<file path="config.mk">
export PLATFORM = sky130hd
export DESIGN_NAME = sha256_hash_engine_core
export DESIGN_NICKNAME = d
export VERILOG_FILES = /design/src/hdl/sha_pkg.sv /design/src/hdl/sha_round.sv /design/src/hdl/sha_sched.sv /design/src/hdl/sha256_hash_engine_core.sv
export SDC_FILE = /design/constraint.sdc
export NUM_CORES = 2
export LEC_CHECK = 0
export BUFFER_PORTS_ARGS = -buffer_cell sky130_fd_sc_hd__buf_2
export CAP_MARGIN = 25
export CORE_UTILIZATION = 40
export CTS_BUF_LIST = sky130_fd_sc_hd__clkbuf_4 sky130_fd_sc_hd__clkbuf_8
export CTS_CLUSTER_SIZE = 10
export DETAILED_ROUTE_END_ITERATION = 8
export GPL_ROUTABILITY_DRIVEN = 0
export REMOVE_ABC_BUFFERS = 1
export SYNTH_ARGS = -nofsm -noshare
export SYNTH_HDL_FRONTEND = slang
export SYNTH_SLANG_ARGS = --single-unit
</file>
<file path="constraint.sdc">
create_clock -name i_clk -period 8.6 [get_ports i_clk]
set_clock_uncertainty 0.05 [all_clocks]
set_input_delay 1.29 -clock i_clk [delete_from_list [all_inputs] [get_ports i_clk]]
set_output_delay 1.29 -clock i_clk [all_outputs]
set_load 0.05 [all_outputs]
</file>
<file path="src/hdl/sha_pkg.sv">
package sha_pkg;

    localparam int WORD_W  = 32;
    localparam int ROUNDS  = 64;
    localparam int BLK_WORDS = 16;

    typedef struct packed {
        logic [31:0] data_word;
        logic [2:0]  byte_count;
        logic        last_item;
    } t_in_item;

    typedef struct packed {
        logic [31:0] digest_word;
        logic        last_word;
    } t_out_item;

    function automatic logic [31:0] round_k(input logic [5:0] i);
        logic [31:0] k;
        case (i)
            6'd0: k = 32'h428a2f98; 6'd1: k = 32'h71374491; 6'd2: k = 32'hb5c0fbcf;
            6'd3: k = 32'he9b5dba5; 6'd4: k = 32'h3956c25b; 6'd5: k = 32'h59f111f1;
            6'd6: k = 32'h923f82a4; 6'd7: k = 32'hab1c5ed5; 6'd8: k = 32'hd807aa98;
            6'd9: k = 32'h12835b01; 6'd10: k = 32'h243185be; 6'd11: k = 32'h550c7dc3;
            6'd12: k = 32'h72be5d74; 6'd13: k = 32'h80deb1fe; 6'd14: k = 32'h9bdc06a7;
            6'd15: k = 32'hc19bf174; 6'd16: k = 32'he49b69c1; 6'd17: k = 32'hefbe4786;
            6'd18: k = 32'h0fc19dc6; 6'd19: k = 32'h240ca1cc; 6'd20: k = 32'h2de92c6f;
            6'd21: k = 32'h4a7484aa; 6'd22: k = 32'h5cb0a9dc; 6'd23: k = 32'h76f988da;
            6'd24: k = 32'h983e5152; 6'd25: k = 32'ha831c66d; 6'd26: k = 32'hb00327c8;
            6'd27: k = 32'hbf597fc7; 6'd28: k = 32'hc6e00bf3; 6'd29: k = 32'hd5a79147;
            6'd30: k = 32'h06ca6351; 6'd31: k = 32'h14292967; 6'd32: k = 32'h27b70a85;
            6'd33: k = 32'h2e1b2138; 6'd34: k = 32'h4d2c6dfc; 6'd35: k = 32'h53380d13;
            6'd36: k = 32'h650a7354; 6'd37: k = 32'h766a0abb; 6'd38: k = 32'h81c2c92e;
            6'd39: k = 32'h92722c85; 6'd40: k = 32'ha2bfe8a1; 6'd41: k = 32'ha81a664b;
            6'd42: k = 32'hc24b8b70; 6'd43: k = 32'hc76c51a3; 6'd44: k = 32'hd192e819;
            6'd45: k = 32'hd6990624; 6'd46: k = 32'hf40e3585; 6'd47: k = 32'h106aa070;
            6'd48: k = 32'h19a4c116; 6'd49: k = 32'h1e376c08; 6'd50: k = 32'h2748774c;
            6'd51: k = 32'h34b0bcb5; 6'd52: k = 32'h391c0cb3; 6'd53: k = 32'h4ed8aa4a;
            6'd54: k = 32'h5b9cca4f; 6'd55: k = 32'h682e6ff3; 6'd56: k = 32'h748f82ee;
            6'd57: k = 32'h78a5636f; 6'd58: k = 32'h84c87814; 6'd59: k = 32'h8cc70208;
            6'd60: k = 32'h90befffa; 6'd61: k = 32'ha4506ceb; 6'd62: k = 32'hbef9a3f7;
            default: k = 32'hc67178f2;
        endcase
        return k;
    endfunction

    function automatic logic [31:0] init_vec(input logic mode, input logic [2:0] i);
        logic [31:0] v;
        case ({mode, i})
            4'h0: v = 32'h6a09e667; 4'h1: v = 32'hbb67ae85; 4'h2: v = 32'h3c6ef372;
            4'h3: v = 32'ha54ff53a; 4'h4: v = 32'h510e527f; 4'h5: v = 32'h9b05688c;
            4'h6: v = 32'h1f83d9ab; 4'h7: v = 32'h5be0cd19; 4'h8: v = 32'hc1059ed8;
            4'h9: v = 32'h367cd507; 4'ha: v = 32'h3070dd17; 4'hb: v = 32'hf70e5939;
            4'hc: v = 32'hffc00b31; 4'hd: v = 32'h68581511; 4'he: v = 32'h64f98fa7;
            default: v = 32'hbefa4fa4;
        endcase
        return v;
    endfunction

    function automatic logic [31:0] rotr(input logic [31:0] x, input int n);
        return (x >> n) | (x << (32 - n));
    endfunction

endpackage

</file>
<file path="src/hdl/sha_round.sv">
module sha_round (
    input  logic [sha_pkg::WORD_W*8-1:0] i_st,
    input  logic [31:0]                  i_w,
    input  logic [31:0]                  i_k,
    output logic [sha_pkg::WORD_W*8-1:0] o_st
);
    import sha_pkg::*;
    logic [31:0] a, b, c, d, e, f, g, h, t1, t2;
    always_comb begin
        {a, b, c, d, e, f, g, h} = i_st;
        t1 = h + (rotr(e, 6) ^ rotr(e, 11) ^ rotr(e, 25)) + ((e & f) ^ (~e & g)) + i_k + i_w;
        t2 = (rotr(a, 2) ^ rotr(a, 13) ^ rotr(a, 22)) + ((a & b) ^ (a & c) ^ (b & c));
        o_st = {t1 + t2, a, b, c, d + t1, e, f, g};
    end
endmodule

</file>
<file path="src/hdl/sha_sched.sv">
module sha_sched (
    input  logic [31:0] i_w16,
    input  logic [31:0] i_w15,
    input  logic [31:0] i_w7,
    input  logic [31:0] i_w2,
    output logic [31:0] o_w
);
    import sha_pkg::*;
    logic [31:0] s0, s1;
    always_comb begin
        s0  = rotr(i_w15, 7) ^ rotr(i_w15, 18) ^ (i_w15 >> 3);
        s1  = rotr(i_w2, 17) ^ rotr(i_w2, 19) ^ (i_w2 >> 10);
        o_w = i_w16 + s0 + i_w7 + s1;
    end
endmodule

</file>
<file path="src/hdl/sha256_hash_engine_core.sv">
// A word that does not fill a block is packed byte by byte, then the core returns to idle.
// A byte that fills the block starts a compression: 64 rounds and one final add.
// Last item: padding one byte per cycle plus one or two compressions, then
// 8 (SHA-256) or 7 (SHA-224) digest transactions, one per cycle when taken.
// The single shared round unit serves every compression; no new word is accepted until idle.
// Reset (i_rst_n low, synchronous): SHA-256 mode, initial vector, fill and length zero.
module sha256_hash_engine_core (
    input  logic                i_clk,
    input  logic                i_rst_n,
    input  logic                i_cfg_we,
    input  logic                i_cfg_wdata,
    input  logic                i_valid,
    output logic                o_ready,
    input  sha_pkg::t_in_item   i_data,
    output logic                o_valid,
    input  logic                i_ready,
    output sha_pkg::t_out_item  o_data
);
    import sha_pkg::*;

    typedef enum logic [2:0] {S_IDLE, S_BYTE, S_PAD, S_LEN, S_COMP, S_FIN, S_OUT} t_state;

    t_state       r_state;
    logic         r_mode;
    logic [31:0]  r_hash [8];
    // Block buffer doubles as the message schedule window: shift one word per round.
    logic [31:0]  r_w [16];
    logic [5:0]   r_fill;
    logic [63:0]  r_len;
    logic [255:0] r_wk;        // working variables a..h
    logic [6:0]   r_rnd;       // round counter; 64 means final add
    logic [31:0]  r_data;
    logic [2:0]   r_left;      // bytes still to pack from the held word
    logic         r_last;
    logic         r_pad_done;  // 0x80 already written
    logic [2:0]   r_oidx;

    logic [255:0] rnd_out;
    logic [31:0]  w_new;
    logic [255:0] hash_flat;

    assign hash_flat = {r_hash[0], r_hash[1], r_hash[2], r_hash[3],
                        r_hash[4], r_hash[5], r_hash[6], r_hash[7]};

    sha_round u_round (.i_st(r_wk), .i_w(r_w[0]), .i_k(round_k(r_rnd[5:0])), .o_st(rnd_out));
    sha_sched u_sched (.i_w16(r_w[0]), .i_w15(r_w[1]), .i_w7(r_w[9]), .i_w2(r_w[14]),
                       .o_w(w_new));

    assign o_ready = (r_state == S_IDLE);
    assign o_valid = (r_state == S_OUT);
    assign o_data.digest_word = r_hash[r_oidx];
    assign o_data.last_word   = (r_oidx == (r_mode ? 3'd6 : 3'd7));

    // Write one byte at the fill position into the buffer.
    function automatic logic [31:0] put(input logic [31:0] w, input logic [1:0] pos,
                                        input logic [7:0] b);
        logic [31:0] m;
        m = w;
        m[(3 - pos) * 8 +: 8] = b;
        return m;
    endfunction

    always_ff @(posedge i_clk) begin
        if (!i_rst_n) begin
            r_state <= S_IDLE;
            r_mode  <= 1'b0;
            r_fill  <= '0;
            r_len   <= '0;
            for (int i = 0; i < 8; i++) r_hash[i] <= init_vec(1'b0, 3'(i));
        end else if (i_cfg_we) begin
            // Abort any message and restart in the new mode.
            r_mode  <= i_cfg_wdata;
            r_state <= S_IDLE;
            r_fill  <= '0;
            r_len   <= '0;
            for (int i = 0; i < 8; i++) r_hash[i] <= init_vec(i_cfg_wdata, 3'(i));
        end else begin
            case (r_state)
                S_IDLE: begin
                    if (i_valid) begin
                        r_data     <= i_data.data_word;
                        r_left     <= (i_data.byte_count > 3'd4) ? 3'd4 : i_data.byte_count;
                        r_last     <= i_data.last_item;
                        r_pad_done <= 1'b0;
                        r_state    <= S_BYTE;
                    end
                end
                S_BYTE: begin
                    if (r_left != 3'd0) begin
                        // Pack one message byte, advance the length.
                        r_w[r_fill[5:2]] <= put(r_w[r_fill[5:2]], r_fill[1:0], r_data[31:24]);
                        r_data <= r_data << 8;
                        r_left <= r_left - 3'd1;
                        r_len  <= r_len + 64'd8;
                        r_fill <= r_fill + 6'd1;
                        if (r_fill == 6'd63) begin
                            r_rnd   <= '0;
                            r_wk    <= hash_flat;
                            r_state <= S_COMP;
                        end
                    end else if (r_last) begin
                        r_state <= S_PAD;
                    end else begin
                        r_state <= S_IDLE;
                    end
                end
                S_PAD: begin
                    if (r_pad_done && r_fill == 6'd56) begin
                        r_state <= S_LEN;
                    end else begin
                        r_w[r_fill[5:2]] <= put(r_w[r_fill[5:2]], r_fill[1:0],
                                                r_pad_done ? 8'h00 : 8'h80);
                        r_pad_done <= 1'b1;
                        r_fill <= r_fill + 6'd1;
                        if (r_fill == 6'd63) begin
                            r_rnd   <= '0;
                            r_wk    <= hash_flat;
                            r_state <= S_COMP;
                        end
                    end
                end
                S_LEN: begin
                    r_w[14] <= r_len[63:32];
                    r_w[15] <= r_len[31:0];
                    r_fill  <= '0;
                    r_last  <= 1'b0;
                    r_rnd   <= '0;
                    r_wk    <= hash_flat;
                    r_state <= S_FIN;
                end
                S_COMP, S_FIN: begin
                    if (r_rnd == 7'd64) begin
                        for (int i = 0; i < 8; i++)
                            r_hash[i] <= r_hash[i] + r_wk[(7 - i) * 32 +: 32];
                        r_oidx <= '0;
                        if (r_state == S_FIN) r_state <= S_OUT;
                        else if (r_left != 3'd0 || r_last) r_state <= r_left != 3'd0 ? S_BYTE
                                                                                  : S_PAD;
                        else r_state <= S_IDLE;
                    end else begin
                        r_wk <= rnd_out;
                        for (int i = 0; i < 15; i++) r_w[i] <= r_w[i + 1];
                        r_w[15] <= w_new;
                        r_rnd <= r_rnd + 7'd1;
                    end
                end
                S_OUT: begin
                    if (i_ready) begin
                        if (o_data.last_word) begin
                            r_len   <= '0;
                            r_state <= S_IDLE;
                            for (int i = 0; i < 8; i++) r_hash[i] <= init_vec(r_mode, 3'(i));
                        end
                        r_oidx <= r_oidx + 3'd1;
                    end
                end
                default: r_state <= S_IDLE;
            endcase
        end
    end
endmodule

</file>
==> out/results.ini <==
[placement]
hpwl_um = 209200
dp_slack_ns = 0.1534
port_buffers = 76

[layout]
nFillCells = 18970
drive_above_1_share_pct = 11.61
seqCellArea_mm2 = 0.03383
multi_input_area_mm2 = 0.04371
finalNetCount = 8481
layout_common_cells = 1134 x nand2_1, 1016 x edfxtp_1, 520 x inv_1
syn2layout_area_growth_pct = 9.614
layout_commonest_cell = nand2_1

[global_routing]
grt_usage_pct = 27.31
grt_pass1_vias = 61520
grt_start_max_net_pins = 198
grt_pass1_wl_um = 414500
antenna_found_initial = 22
grt.overflow.total = 0

[worst_setup_path]
slowest_delay_ns = 0.51
critPathRequiredTime_ns = 9.23
crit_buf_inv = 4
cp_max_fo = 5
critPathKind = register to register
cp_common_cell = fa_1
slowest_stage = fa_1
cp.arrival_ns = 8.87
cp-start-kind = register
end_kind = register
cp_top_family = compound AO/OA/AOI/OAI gates
rrSetupSlack_ns = 0.36

[floorplanning]
dieArea_mm2 = 0.2038
pin_count = 77
die_y_um = 451.4
die_w_um = 451.4
initial_core_util_pct = 40.34
core_area_mm2 = 0.2003
num_rows = 164

[pwr]
p_comb_share_pct = 11.7
pwr-share-clk_pct = 41.3
vdd_drop_max_uv = 163.5
leakagePower_nw = 34.26
swShare_pct = 26.90
switchingPower_w = 0.003618
internal-power_w = 0.009834
pwr_density_cell_mw_per_mm2 = 151.9
p_seq_share_pct = 47.0

[clock_tree]
cts_root_buffer = clkbuf_8
path_clk_slew_ns = 0.06
cts_made_buffers = 211
clock_latency_ns = 1.00
hold_buffers = 0
post_cts_buffers = 0
clock_sinks = 1181
h-tree-depth = 4
cts_max_path_buffers = 3
cts_tree = done

[yosys]
ys_async_sr_fraction_pct = 0
yosys-mux-area-fraction_pct = 7.284
synth_top_family_by_area = compound AO/OA/AOI/OAI gates
yosysSeqAreaShare_pct = 41.86
dominantRegCellSynth = edfxtp_1
synth_seq_cells = 1181
synth_xor_area_share_pct = 6.733
ys_warn_count = 0
synth.distinct_cells = 98
synthSimpleGateAreaFrac_pct = 11.21
synth_area_mm2 = 0.08078
syn_area_per_cell_um2 = 10.27
synth_compound_area_share_pct = 17.34
synthCells = 7863
synthAdderAreaFrac_pct = 11.09
synth_edf_count = 1016

[timing]
max_clock_freq_ghz = 0.1214
fin_crit_ns = 8.239
slew_viol_final = 0
worst_slew_pin_slew_ns = 1.237
fin_crit_sh_pct = 95.80
finalSetupViolations = 0
finalHoldViolations = 0
maxSlewHeadroom_pct = 17.55
setup_slack_ns = 0.3612
hold_ws_ns = 0.4496

[drt]
viasPerCell = 6.019
routedWlPerCell_um = 26.70
drt_iter0_markers = 7698
drt-total-wl_um = 285100
dr.pass1.iters = 9
num_vias = 64290
post-route-drc-count = 0
antenna_left = 0

[job]
cap_violations = 0

[run_status]
status = finished, final reports clean

[hold_path]
worstHoldPathType = register to register

path summary, 6_finish.rpt:
kind	cells after the start	startpoint	endpoint
worst min-delay path	2	r_hash[5][21]	r_hash[5][21]
worst max-delay path	32	r_wk[122]	r_wk[255]
worst min register to register	2	r_hash[5][21]	r_hash[5][21]
worst max register to register	32	r_wk[122]	r_wk[255]
cell type report:
cell class                      count  share of cell area (%)
Antenna cell                       11                 0.03109
Clock buffer                      323                   4.420
Clock inverter                     60                  0.4691
Inverter                          525                   2.237
Multi-Input combinational cell   5736                   49.37
Sequential cell                  1181                   38.21
Tap cell                         2656                   3.753
Timing Repair Buffer              188                   1.515
through the flow:
stage / power [W] / cells / instance area [µm²] / utilization (%) / TNS (ns)
after floorplan: 0.007520 / 7442 / 79130 / - / -
after global placement: 0.007939 / 10280 / 84040 / 41.96 / 0
after detailed placement: 0.007967 / 10280 / 84130 / 42.01 / 0
after CTS: 0.01348 / 10670 / 88460 / 44.17 / 0
after global routing: 0.01389 / 10670 / 88530 / 44.21 / -0.04722
final: 0.01345 / 10680 / 88550 / 44.21 / 0
metal layers:
layer  wire length, µm  global-route usage, %  vias up
li1                  -                      -    28340
met1            112800                  35.45    31740
met2            128900                  42.97     3397
met3             25250                  4.965      801
met4             18160                  15.34       12
met5                87                      0        -
logic make-up (layout without fill, tap and decap cells):
group / count (synthesis) / in the layout
compound gates: 2141 / 2141
simple gates: 2074 / 2074
flops: 1181 / 1181
buf+inv: 946 / 1096
xor+xnor: 621 / 621
fa+ha+maj: 600 / 600
mux: 300 / 300
other cells: 0 / 11
power groups by stage:
stage / sequential (W) / combinational, W / clock (W)
after floorplan: 0.00640 / 0.00112 / 0
after global placement: 0.00644 / 0.00150 / 0
after detailed placement: 0.00644 / 0.00153 / 0
after CTS: 0.00632 / 0.00154 / 0.00562
after global routing: 0.00632 / 0.00171 / 0.00585
final: 0.00632 / 0.00157 / 0.00556
Yosys cell counts, drive strengths merged (59+ instances only):
master / number / area [µm²]
fa: 195 / 3904
xnor2: 336 / 2943
nor2b: 81 / 506.7
o211ai: 59 / 442.9
nor2: 370 / 1401
nand2: 1139 / 4275
clkbuf: 337 / 1265
xor2: 285 / 2496
o21a: 363 / 2725
nand3: 101 / 510.5
a21oi: 440 / 2213
ha: 401 / 5017
a21o: 324 / 2432
dfxtp: 165 / 3303
buf: 84 / 384.1
inv: 524 / 1967
nor3: 87 / 435.4
edfxtp: 1016 / 30510
o21ai: 517 / 2599
mux4: 224 / 5045
nand2b: 69 / 431.7
mux2: 63 / 709.4
flip-flops by register name (all words and copies together) (netlist names), named ones only:
register and flops:
r_fill 6, r_oidx 3, r_len 61, r_wk 256
r_rnd 7, r_data 32, r_pad_done 1, r_state 3
u_round.i_k 32, r_mode 1, r_w 512, r_left 3
r_last 1, r_hash 256
timing repair:
item / 4_1_cts / 5_1_grt
setup endpoints to repair: 0 / 1
endpoints found under the hold margin: 0 / 0
gates resized for setup: 0 / 6
worst reg2reg max path, delay by kind of cell, from the launching register on:
family | cells | cell delay (ns)
AOI/OAI and AO/OA | 13 | 2.99
xor gates and xnor gates | 5 | 1.00
adders and majority gates | 7 | 2.70
buffers and inverters | 4 | 0.27
DFF | 1 | 0.43
and+or+nand+nor | 3 | 0.51
Note: power is estimated with default switching activity, not from simulation.
